$ cat src/rtl/core/gkr_pkg.sv
// gkr_pkg: shared constants, helpers and stage type for the gift-128 keyed round unit
// no dependencies; imported by every module of the block
package gkr_pkg;

    localparam int NIBBLES    = 32;
    localparam int STATE_BITS = 128;
    localparam int HALF_BITS  = 64;

    // 4-bit gift s-box, indexed by the input nibble
    localparam logic [3:0] SBOX [16] = '{
        4'd1, 4'd10, 4'd4, 4'd12, 4'd6, 4'd15, 4'd3, 4'd9,
        4'd2, 4'd13, 4'd11, 4'd7, 4'd5, 4'd0, 4'd8, 4'd14
    };

    // destination of bit k within each group of 16 source bits
    localparam logic [6:0] PERM_BASE [16] = '{
        7'd0,  7'd33, 7'd66, 7'd99, 7'd96, 7'd1,  7'd34, 7'd67,
        7'd64, 7'd97, 7'd2,  7'd35, 7'd32, 7'd65, 7'd98, 7'd3
    };

    // payload between the s-box lanes and the merge stage
    typedef struct packed {
        logic [STATE_BITS-1:0] state;
        logic [STATE_BITS-1:0] key;
    } gkr_stage_t;

    // bit i = 16g + k moves to PERM_BASE[k] + 4g, modulo 128
    function automatic logic [6:0] perm_pos(input logic [6:0] i);
        logic [6:0] group_ofs;
        group_ofs = {i[6:4], 2'b00};
        return PERM_BASE[i[3:0]] + group_ofs;
    endfunction

endpackage

$ cat src/rtl/core/gkr_in_if.sv
// gkr_in_if: valid/ready channel carrying one state and round key item
// depends on nothing
interface gkr_in_if;

    logic        valid;
    logic        ready;
    logic [63:0] state_lo;
    logic [63:0] state_hi;
    logic [63:0] key_lo;
    logic [63:0] key_hi;

    modport source (output valid, output state_lo, output state_hi,
                    output key_lo, output key_hi, input ready);
    modport sink   (input valid, input state_lo, input state_hi,
                    input key_lo, input key_hi, output ready);

endinterface

$ cat src/rtl/core/gkr_out_if.sv
// gkr_out_if: valid/ready channel carrying one round result item
// depends on nothing
interface gkr_out_if;

    logic        valid;
    logic        ready;
    logic [63:0] next_lo;
    logic [63:0] next_hi;

    modport source (output valid, output next_lo, output next_hi, input ready);
    modport sink   (input valid, input next_lo, input next_hi, output ready);

endinterface

$ cat src/rtl/core/gkr_sbox_lane.sv
// gkr_sbox_lane: one s-box lane, substitutes a single nibble
// depends on gkr_pkg for the s-box table
module gkr_sbox_lane (
    input  logic [3:0] nibble,
    output logic [3:0] sub
);
    import gkr_pkg::*;

    // table lookup
    assign sub = SBOX[nibble];

endmodule

$ cat src/rtl/core/gkr_merge.sv
// gkr_merge: merges the lane outputs through the bit permutation and adds the round key
// depends on gkr_pkg for the permutation and the stage type
module gkr_merge (
    input  gkr_pkg::gkr_stage_t      stage,
    output logic [127:0]             round_out
);
    import gkr_pkg::*;

    logic [STATE_BITS-1:0] permuted;

    // fixed wiring: every source bit lands at its permuted position
    always_comb
    begin
        permuted = '0;
        for (int i = 0; i < STATE_BITS; i++)
        begin
            permuted[perm_pos(7'(i))] = stage.state[i];
        end
    end

    // round key addition
    assign round_out = permuted ^ stage.key;

endmodule

$ cat src/rtl/core/gift128_keyed_round_unit.sv
// gift128_keyed_round_unit: top level of the gift-128 keyed round unit
// depends on gkr_pkg, gkr_in_if, gkr_out_if, gkr_sbox_lane and gkr_merge
//
// Usage:
//   request carries a 128-bit state and a 128-bit round key as 64-bit halves;
//   an item is taken at a rising edge with valid and ready both high.
//   result carries next_lo/next_hi, the state after s-box layer, bit
//   permutation and key xor, one result item per request item, in order.
//   An accepted item passes the lane stage register, then the output register,
//   before it shows on result.
//   Throughput: one item per cycle while result does not stall, set by the
//   two-stage pipeline of 32 parallel s-box lanes followed by the registered merge stage.
//   When result stalls, the lane stage can still take one more item if it is
//   empty; after that request.ready drops until the output register drains.
//   Nothing is lost or repeated under stalls.
//   Reset (rst_n low, asynchronous) empties both stages; no item is pending
//   afterwards and request.ready is high.
module gift128_keyed_round_unit (
    input  logic             clk,
    input  logic             rst_n,
    gkr_in_if.sink           request,
    gkr_out_if.source        result
);
    import gkr_pkg::*;

    logic [STATE_BITS-1:0] state_in;
    logic [STATE_BITS-1:0] lanes_out;
    logic [STATE_BITS-1:0] round_out;

    gkr_stage_t            s1_data_reg;
    logic                  s1_valid_reg;
    logic                  s1_ready;
    logic [STATE_BITS-1:0] out_data_reg;
    logic                  out_valid_reg;
    logic                  out_ready;

    assign state_in = {request.state_hi, request.state_lo};

    // parallel s-box lanes, one per nibble
    for (genvar n = 0; n < NIBBLES; n++)
    begin : g_lane
        gkr_sbox_lane u_lane (
            .nibble (state_in[4*n +: 4]),
            .sub    (lanes_out[4*n +: 4])
        );
    end

    // stage handshake: a stage loads when empty or when it drains this cycle
    assign out_ready     = !out_valid_reg || result.ready;
    assign s1_ready      = !s1_valid_reg || out_ready;
    assign request.ready = s1_ready;

    // lane stage register
    always_ff @(posedge clk or negedge rst_n)
    begin
        if (!rst_n)
        begin
            s1_valid_reg <= 1'b0;
        end
        else if (s1_ready)
        begin
            s1_valid_reg <= request.valid;
        end
    end

    always_ff @(posedge clk)
    begin
        if (s1_ready && request.valid)
        begin
            s1_data_reg.state <= lanes_out;
            s1_data_reg.key   <= {request.key_hi, request.key_lo};
        end
    end

    // permutation and key addition
    gkr_merge u_merge (
        .stage     (s1_data_reg),
        .round_out (round_out)
    );

    // output register
    always_ff @(posedge clk or negedge rst_n)
    begin
        if (!rst_n)
        begin
            out_valid_reg <= 1'b0;
        end
        else if (out_ready)
        begin
            out_valid_reg <= s1_valid_reg;
        end
    end

    always_ff @(posedge clk)
    begin
        if (out_ready && s1_valid_reg)
        begin
            out_data_reg <= round_out;
        end
    end

    assign result.valid   = out_valid_reg;
    assign result.next_lo = out_data_reg[HALF_BITS-1:0];
    assign result.next_hi = out_data_reg[STATE_BITS-1:HALF_BITS];

endmodule

$ cat src/flat_wrapper.sv
// flat-port wrapper written by rule: the top's interface ports become plain ports
module gift128_keyed_round_unit_flat import gkr_pkg::*;
  (clk, rst_n, request_valid, request_state_lo, request_state_hi, request_key_lo, request_key_hi, request_ready, result_valid, result_next_lo, result_next_hi, result_ready);
  gkr_in_if request_i ();
  gkr_out_if result_i ();
  input  logic clk;
  input  logic rst_n;
  input wire logic [$bits(request_i.valid)-1:0] request_valid;
  input wire logic [$bits(request_i.state_lo)-1:0] request_state_lo;
  input wire logic [$bits(request_i.state_hi)-1:0] request_state_hi;
  input wire logic [$bits(request_i.key_lo)-1:0] request_key_lo;
  input wire logic [$bits(request_i.key_hi)-1:0] request_key_hi;
  output wire logic [$bits(request_i.ready)-1:0] request_ready;
  output wire logic [$bits(result_i.valid)-1:0] result_valid;
  output wire logic [$bits(result_i.next_lo)-1:0] result_next_lo;
  output wire logic [$bits(result_i.next_hi)-1:0] result_next_hi;
  input wire logic [$bits(result_i.ready)-1:0] result_ready;
  assign request_i.valid = request_valid;
  assign request_i.state_lo = request_state_lo;
  assign request_i.state_hi = request_state_hi;
  assign request_i.key_lo = request_key_lo;
  assign request_i.key_hi = request_key_hi;
  assign request_ready = request_i.ready;
  assign result_valid = result_i.valid;
  assign result_next_lo = result_i.next_lo;
  assign result_next_hi = result_i.next_hi;
  assign result_i.ready = result_ready;
  gift128_keyed_round_unit u_core (.clk(clk), .rst_n(rst_n), .request(request_i), .result(result_i));
endmodule
$ cat config.mk
export PLATFORM = sky130hd
export DESIGN_NAME = gift128_keyed_round_unit_flat
export DESIGN_NICKNAME = d
export VERILOG_FILES = /design/src/rtl/core/gkr_pkg.sv /design/src/rtl/core/gkr_in_if.sv /design/src/rtl/core/gkr_out_if.sv /design/src/rtl/core/gkr_sbox_lane.sv /design/src/rtl/core/gkr_merge.sv /design/src/rtl/core/gift128_keyed_round_unit.sv /design/src/flat_wrapper.sv
export SDC_FILE = /design/constraint.sdc
export NUM_CORES = 1
export LEC_CHECK = 0
export ABC_AREA = 1
export BUFFER_PORTS_ARGS = -buffer_cell sky130_fd_sc_hd__buf_2
export CAP_MARGIN = 5
export CORE_MARGIN = 2
export CORE_UTILIZATION = 35
export CTS_CLUSTER_DIAMETER = 120
export CTS_CLUSTER_SIZE = 10
export DETAILED_ROUTE_END_ITERATION = 12
export GPL_ROUTABILITY_DRIVEN = 0
export SLEW_MARGIN = 15
export SYNTH_ARGS = -nofsm -noshare
export SYNTH_HDL_FRONTEND = slang
export SYNTH_SLANG_ARGS = --single-unit
$ cat constraint.sdc
create_clock -name clk -period 13.8 [get_ports clk]
set_input_delay 2.76 -clock clk [delete_from_list [all_inputs] [get_ports clk]]
set_output_delay 2.76 -clock clk [all_outputs]
set_load 0.02 [all_outputs]
==> results.py, run 1 <==
metrics = {
    "clock_tree": {
        "ctsHoldBuffers": 0,
        "cts_setup_buffers": 0,
        "root_buffer": "clkbuf_16",
        "post_cts_resized": 0,
        "cts.path.max_buffers": 3,
        "clock_sinks": 386,
        "htree_num_levels": 2,
        "cts.clk_slew.worst_paths_ns": 0.06,
        "tritoncts": "yes",
        "insertion_delay_ns": 0.55,
        "cts_buffers": 44,
    },
    "timing": {
        "max_freq_mhz": 166,
        "worstMarginPinSlew_ns": 1.04,
        "hold_viol": 0,
        "drv_slew": 0,
        "post-route-min-period_ns": 6.04,
        "post-route-period-util": 0.437,
        "setup_viol": 0,
        "rsz0062_at_grt": "no",
        "setup_tns_ns": 0,
        "skew_ns": 0.0102,
        "max_slew_margin": 0.307,
        "setup_ws_ns": 7.76,
    },
    "finish": {
        "drive_gt1_frac": 0.254,
        "design_area_sq_um": 21400,
        "fin_nets": 2270,
        "final_common_cell": "nand2_1",
        "largest_register_ffs": 256,
        "area_delta_synth_final_pct": 23.2,
        "final_cell_mix": "532 x nand2_1, 389 x buf_2, 384 x edfxtp_1",
    },
    "logic_synthesis": {
        "ys_seq_elements": 386,
        "synthDistinctLibCells": 12,
        "syn-num-nets": 1831,
        "yosysWarnings": 0,
        "synth.largest_area_cell": "edfxtp_1",
        "synthCells": 1507,
        "syn_area_per_cell_sq_um": 11.5,
        "syn_area_sq_um": 17400,
        "synth_area_leaders": "edfxtp_1 66%, nand2_1 12%, xor2_1 6.5%",
        "yosysSeqAreaShare": 0.667,
        "yosysTopAreaCellShare": 0.664,
    },
    "setup_path": {
        "critical-path-slowest-cell": "buf_2",
        "arrival_ns": 3.28,
        "cp-end-kind": "output port",
        "cpMostUsedCell": "buf_2",
        "start_kind": "primary input",
        "crit_chain": "buf_2, inv_1, nand3_1, buf_2",
        "critical_path_buf_inv_count": 3,
        "critPathRequiredTime_ns": 11.04,
        "crit_type": "in2out",
        "crit_path_max_incr_delay_ns": 0.18,
        "cp_top_family": "buffers and inverters",
        "path_max_fanout": 3,
    },
    "detailed_routing": {
        "dr.pass1.iters": 7,
        "ant_nets": 0,
        "drt_iter0_drc": 617,
        "vias": 11800,
        "routedWlPerCell_um": 14.1,
        "wirelength_um": 37000,
        "drc": 0,
        "viasPerCell": 4.49,
    },
    "outcome": {
        "status": "finished, final reports clean",
    },
    "place": {
        "post-place-ws_ns": 7.77,
        "placed_cell_area_sq_um": 20200,
        "io_buffers": 389,
        "hpwlAfterDp_um": 27200,
    },
    "floorplan": {
        "dieWidth_um": 227,
        "start_util": 0.355,
        "core_sq_um": 49000,
        "rows": 81,
        "die-area_sq_um": 51400,
        "ioPinCount": 390,
        "die-height_um": 227,
    },
    "pwr": {
        "p_per_area_nw_per_um2": 135,
        "p_leak_nw": 9.62,
        "total_power_mw": 2.88,
        "ir_drop_uv": 71.8,
    },
    "worst_hold_path": {
        "hold_class": "reg2reg",
    },
    "global_routing": {
        "grt_max_degree": 121,
        "overflow": 0,
        "track_usage": 0.142,
        "grt_first_pass_wirelength_um": 57200,
        "antenna_found_initial": 16,
        "grt_pass1_vias": 11600,
    },
    "flow_run": {
        "cap_violations": 0,
    },
}
## area by class of cell
type	instances	area, sq um
Tap cell	664	831
Inverter	171	649
Multi-Input combinational cell	950	5150
Fill cell	4517	27600
Timing Repair Buffer	393	1980
Antenna cell	9	22.5
Sequential cell	386	11600
Clock buffer	53	1160
Clock inverter	1	30.0
## per-stage QoR
| stage | cells | utilization | hold WS, ns |
|---|---|---|---|
| 2_1_floorplan | 1507 | - | 0.447 |
| 3_3_place_gp | 2564 | 0.412 | 0.492 |
| 3_5_place_dp | 2564 | 0.412 | 0.528 |
| 4_1_cts | 2618 | 0.437 | 0.539 |
| 5_1_grt | 2624 | 0.437 | 0.554 |
| 6_report | 2627 | 0.437 | 0.545 |
## cell families after synthesis
logic type | count (synthesis) | share of synthesized area
xor gates and xnor gates | 128 | 0.0646
buffers and inverters | 171 | 0.0370
AOI/OAI and AO/OA | 57 | 0.0199
adders and majority gates | 64 | 0.0461
DFF | 386 | 0.667
and+or+nand+nor | 701 | 0.165
## Yosys cell counts
master,instances
inv_1,139
dfrtp_1,2
nand2_1,532
inv_2,32
edfxtp_1,384
xor2_1,128
ha_1,64
a21oi_1,1
nand3_1,145
nand2_2,24
o211ai_1,24
o21ai_0,32
## worst reg2reg max path: cells and delay by family (launching register included)
family / cells / cell delay (ns)
buf+inv: 3 / 2.36
flops: 1 / 0.43
simple gates: 2 / 0.31
## routing by layer
metal | track usage | vias to the layer above | share of wire
met5 | 0 | - | 0.0022
met4 | 0.0643 | 12 | 0.033
met3 | 0.0442 | 88 | 0.076
met2 | 0.247 | 330 | 0.50
met1 | 0.158 | 5446 | 0.39
li1 | - | 5922 | -
## power by group
| group | leakage, nW | switching (mW) | internal [mW] | total, mW |
|---|---|---|---|---|
| clock network | 0.578 | 0.423 | 0.597 | 1.02 |
| registers | 3.73 | 0.0403 | 1.45 | 1.49 |
| logic | 5.31 | 0.248 | 0.127 | 0.375 |
## final timing paths
path	startpoint	end	slack, ns	cells past startpoint
worst max-delay path	result_ready	request_ready	7.76	4
worst min register to register	u_core.s1_data_reg[148]	u_core.out_data_reg[100]	0.54	1
min in group asynchronous	rst_n	u_core.result.valid	2.00	1
worst min-delay path	u_core.s1_data_reg[148]	u_core.out_data_reg[100]	0.54	1
max in group asynchronous	rst_n	u_core.s1_valid_reg	11.70	1
worst max register to register	u_core.result.valid	u_core.s1_data_reg[197]	10.26	5
Power figures use the tool's default switching activity.
==> run 2: changes to the inputs <==
- clock period: 13.8 -> 5.5 ns (I/O delays scaled with it)
==> results.py, run 2 (synthesis gave the netlist of run 1 again) <==
metrics = {
    "outcome": {
        "status": "finished, final reports clean",
    },
    "finish": {
        "area_delta_synth_final_pct": 23.7,
        "final_common_cell": "nand2_1",
        "drive_gt1_frac": 0.256,
        "design_area_sq_um": 21500,
        "largest_register_ffs": 256,
        "fin_nets": 2271,
        "final_cell_mix": "531 x nand2_1, 389 x buf_2, 384 x edfxtp_1",
        "layoutNonFillerInstCount": 2629,
    },
    "pwr": {
        "p_leak_nw": 9.63,
        "ir_drop_uv": 205,
        "p_per_area_nw_per_um2": 339,
    },
    "clock_tree": {
        "cts_setup_buffers": 0,
        "ctsHoldBuffers": 0,
        "clock_sinks": 386,
        "cts.path.max_buffers": 3,
        "root_buffer": "clkbuf_16",
        "cts.clk_slew.worst_paths_ns": 0.05,
        "tritoncts": "yes",
        "insertion_delay_ns": 0.55,
        "post_cts_resized": 0,
        "htree_num_levels": 2,
        "cts_buffers": 44,
    },
    "global_routing": {
        "grt_max_degree": 96,
        "grt_first_pass_wirelength_um": 56800,
        "antenna_found_initial": 18,
        "grt_pass1_vias": 11400,
        "overflow": 0,
        "track_usage": 0.142,
    },
    "setup_path": {
        "critical-path-slowest-cell": "buf_2",
        "critical_path_buf_inv_count": 3,
        "crit_path_max_incr_delay_ns": 0.17,
        "arrival_ns": 1.60,
        "critPathRequiredTime_ns": 4.40,
        "cp_top_family": "buffers and inverters",
        "cp-end-kind": "output port",
        "crit_type": "in2out",
        "crit_chain": "buf_2, clkinvlp_4, nand3_4, buf_2",
        "crit_path_start": "result_ready",
        "r2r_start": "u_core.result.valid",
        "path_max_fanout": 3,
        "cpMostUsedCell": "buf_2",
        "start_kind": "primary input",
    },
    "timing": {
        "skew_ns": 0.0137,
        "max_slew_margin": 0.425,
        "post-route-period-util": 0.491,
        "drv_slew": 0,
        "setup_tns_ns": 0,
        "post-route-min-period_ns": 2.70,
        "setup_viol": 0,
        "max_freq_mhz": 370,
        "holdWs_ns": 0.331,
        "worstMarginPinSlew_ns": 0.860,
        "rsz0062_at_grt": "no",
        "hold_viol": 0,
    },
    "detailed_routing": {
        "wirelength_um": 37400,
        "routedWlPerCell_um": 14.2,
        "viasPerCell": 4.45,
        "drt_iter0_drc": 637,
        "drc": 0,
        "dr.pass1.iters": 5,
        "ant_nets": 0,
        "vias": 11700,
    },
    "place": {
        "hpwlAfterDp_um": 27300,
        "io_buffers": 389,
        "placed_cell_area_sq_um": 20300,
        "dp.cells": 2565,
    },
    "worst_hold_path": {
        "hold_class": "in2async",
    },
    "floorplan": {
        "start_util": 0.355,
        "die-area_sq_um": 51400,
        "rows": 81,
        "core_sq_um": 49000,
        "ioPinCount": 390,
        "dieWidth_um": 227,
        "die-height_um": 227,
    },
    "flow_run": {
        "cap_violations": 0,
    },
}
==> run 2: worst paths after layout <==
kind                       cells after the start  slack, ns                       end
min in group clk                               1       0.55   u_core.out_data_reg[71]
max in group asynchronous                      1       5.08       u_core.result.valid
max                                            4       2.80             request_ready
max reg2reg                                    2       3.37  u_core.out_data_reg[112]
min                                            1       0.33       u_core.s1_valid_reg
min reg2reg                                    1       0.55   u_core.out_data_reg[71]
==> run 2: routing by layer <==
| layer | vias to the layer above | track usage | part of all wire |
|---|---|---|---|
| li1 | 5937 | - | - |
| met5 | - | 0 | 0.0027 |
| met3 | 80 | 0.0479 | 0.082 |
| met1 | 5356 | 0.158 | 0.39 |
| met4 | 16 | 0.0639 | 0.031 |
| met2 | 307 | 0.244 | 0.49 |
==> run 2: layout make-up <==
class	instances	area [sq um]
Fill cell	4563	27500
Sequential cell	386	11600
Multi-Input combinational cell	950	5170
Timing Repair Buffer	394	2030
Clock buffer	53	1160
Tap cell	664	831
Inverter	171	649
Clock inverter	1	30.0
Antenna cell	10	25.0
==> run 2: where the power goes <==
part	total [mW]	internal [mW]	switching, mW	leakage, nW
sequential	3.73	3.63	0.102	3.73
combinational	0.955	0.328	0.627	5.33
clock	2.58	1.50	1.08	0.578
total	7.27	5.46	1.81	9.63
==> run 2: stage by stage <==
stage	utilization	total power, mW	setup slack, ns
floorplan	-	4.38	-0.109
global placement	0.414	4.74	2.40
detailed placement	0.414	4.77	2.40
CTS	0.438	7.40	2.80
global route	0.439	7.62	2.75
finish	0.439	7.27	2.80
==> run 3: changes to the inputs <==
- clock period: 5.5 -> 2.2 ns (I/O delays scaled with it)
==> results.py, run 3 (synthesis gave the netlist of run 1 again) <==
metrics = {
    "setup_path": {
        "path_max_fanout": 4,
        "endpoint": "request_ready",
        "crit_path_max_incr_delay_ns": 0.45,
        "critPathRequiredTime_ns": 1.76,
        "crit_path_start": "u_core.result.valid",
        "arrival_ns": 1.28,
        "start_kind": "flop",
        "cp-end-kind": "output port",
        "r2r-end": "u_core.s1_data_reg[45]",
        "crit_chain": "nand3_4, buf_2",
        "critical-path-slowest-cell": "dfrtp_2",
        "crit_type": "reg2out",
        "r2r_start": "u_core.result.valid",
        "rrSetupSlack_ns": 0.68,
        "reg2regPathDepth": 5,
    },
    "pwr": {
        "p_per_area_nw_per_um2": 840,
        "p_leak_nw": 9.71,
        "ir_drop_uv": 539,
        "total_power_mw": 18.2,
    },
    "detailed_routing": {
        "dr.pass1.iters": 5,
        "vias": 11700,
        "drt_iter0_drc": 541,
        "ant_nets": 0,
        "wirelength_um": 36900,
        "routedWlPerCell_um": 14.0,
        "drc": 0,
        "viasPerCell": 4.44,
    },
    "clock_tree": {
        "cts_buffers": 44,
        "tritoncts": "yes",
        "cts.path.max_buffers": 3,
        "cts_setup_buffers": 0,
        "insertion_delay_ns": 0.54,
        "root_buffer": "clkbuf_16",
        "clock_sinks": 386,
        "cts.clk_slew.worst_paths_ns": 0.06,
        "htree_num_levels": 2,
    },
    "finish": {
        "final_cell_mix": "531 x nand2_1, 389 x buf_2, 384 x edfxtp_1",
        "largest_register_ffs": 256,
        "final_common_cell": "nand2_1",
        "fin_nets": 2284,
        "layoutNonFillerInstCount": 2637,
        "area_delta_synth_final_pct": 24.6,
        "drive_gt1_frac": 0.261,
    },
    "flow_run": {
        "cap_violations": 0,
    },
    "floorplan": {
        "die-height_um": 227,
        "core_sq_um": 49000,
        "start_util": 0.355,
        "ioPinCount": 390,
        "rows": 81,
        "die-area_sq_um": 51400,
        "dieWidth_um": 227,
    },
    "global_routing": {
        "antenna_found_initial": 9,
        "grt_first_pass_wirelength_um": 56100,
        "grt_pass1_vias": 11200,
        "grt_max_degree": 65,
        "overflow": 0,
        "track_usage": 0.140,
    },
    "timing": {
        "hold_viol": 0,
        "holdWs_ns": 0.0666,
        "post-route-min-period_ns": 1.72,
        "max_slew_margin": 0.714,
        "drv_slew": 0,
        "setup_viol": 0,
        "rsz0062_at_grt": "no",
        "setup_ws_ns": 0.482,
        "worstMarginPinSlew_ns": 0.429,
        "post-route-period-util": 0.781,
        "skew_ns": 0.0113,
        "max_freq_mhz": 582,
    },
    "worst_hold_path": {
        "hold_class": "in2reg",
        "hold_depth": 1,
    },
    "place": {
        "hpwlAfterDp_um": 27900,
        "io_buffers": 389,
        "dp.cells": 2577,
        "post-place-ws_ns": 0.438,
    },
    "outcome": {
        "status": "finished, final reports clean",
    },
}
-- run 3: layer usage --
layer / share of wire / global-route usage / up-vias
li1: - / - / 5952
met1: 0.40 / 0.165 / 5357
met2: 0.49 / 0.239 / 310
met3: 0.078 / 0.0428 / 85
met4: 0.031 / 0.0569 / 8
met5: 0.0013 / 0 / -
-- run 3: metrics by stage --
| step | util | TNS (ns) | cell area, sq um |
|---|---|---|---|
| after floorplan | - | -1026.82 | 17400 |
| after global placement | 0.417 | 0 | 20400 |
| after detailed placement | 0.417 | 0 | 20400 |
| after CTS | 0.442 | 0 | 21600 |
| after global routing | 0.442 | 0 | 21600 |
| final | 0.442 | 0 | 21600 |
-- run 3: power breakdown --
part           total, mW  switching (mW)  internal, mW
Combinational       2.45            1.58         0.870
Clock               6.39            2.64          3.75
Sequential          9.33           0.257          9.08
-- run 3: worst min-delay path by stage --
stage	from	endpoint	slack, ns
4_1_cts	request_key_lo[34]	u_core.s1_data_reg[34]	0.02
3_3_place_gp	rst_n	u_core.s1_valid_reg	0.23
5_1_grt	request_key_lo[34]	u_core.s1_data_reg[34]	0.03
6_report	request_key_hi[23]	u_core.s1_data_reg[87]	0.07
3_5_place_dp	rst_n	u_core.s1_valid_reg	0.23
2_1_floorplan	rst_n	u_core.result.valid	0.14
-- run 3: area by class of cell --
cell class,count,area (sq um)
Clock buffer,53,1160
Clock inverter,1,30.0
Inverter,171,649
Multi-Input combinational cell,950,5170
Timing Repair Buffer,407,2200
Sequential cell,386,11600
Fill cell,4536,27300
Antenna cell,5,12.5
Tap cell,664,831
-- run 3: what timing repair did --
action	in CTS	in global routing
hold buffers	1	0
setup endpoints to repair	0	0
resized for setup	0	0
hold endpoints to repair	2	0
-- run 3: critical path: cells and delay by family, from the launching register on --
family | cells | cell delay [ns]
flip-flops | 1 | 0.45
buffers and inverters | 1 | 0.18
AND/OR/NAND/NOR | 1 | 0.11
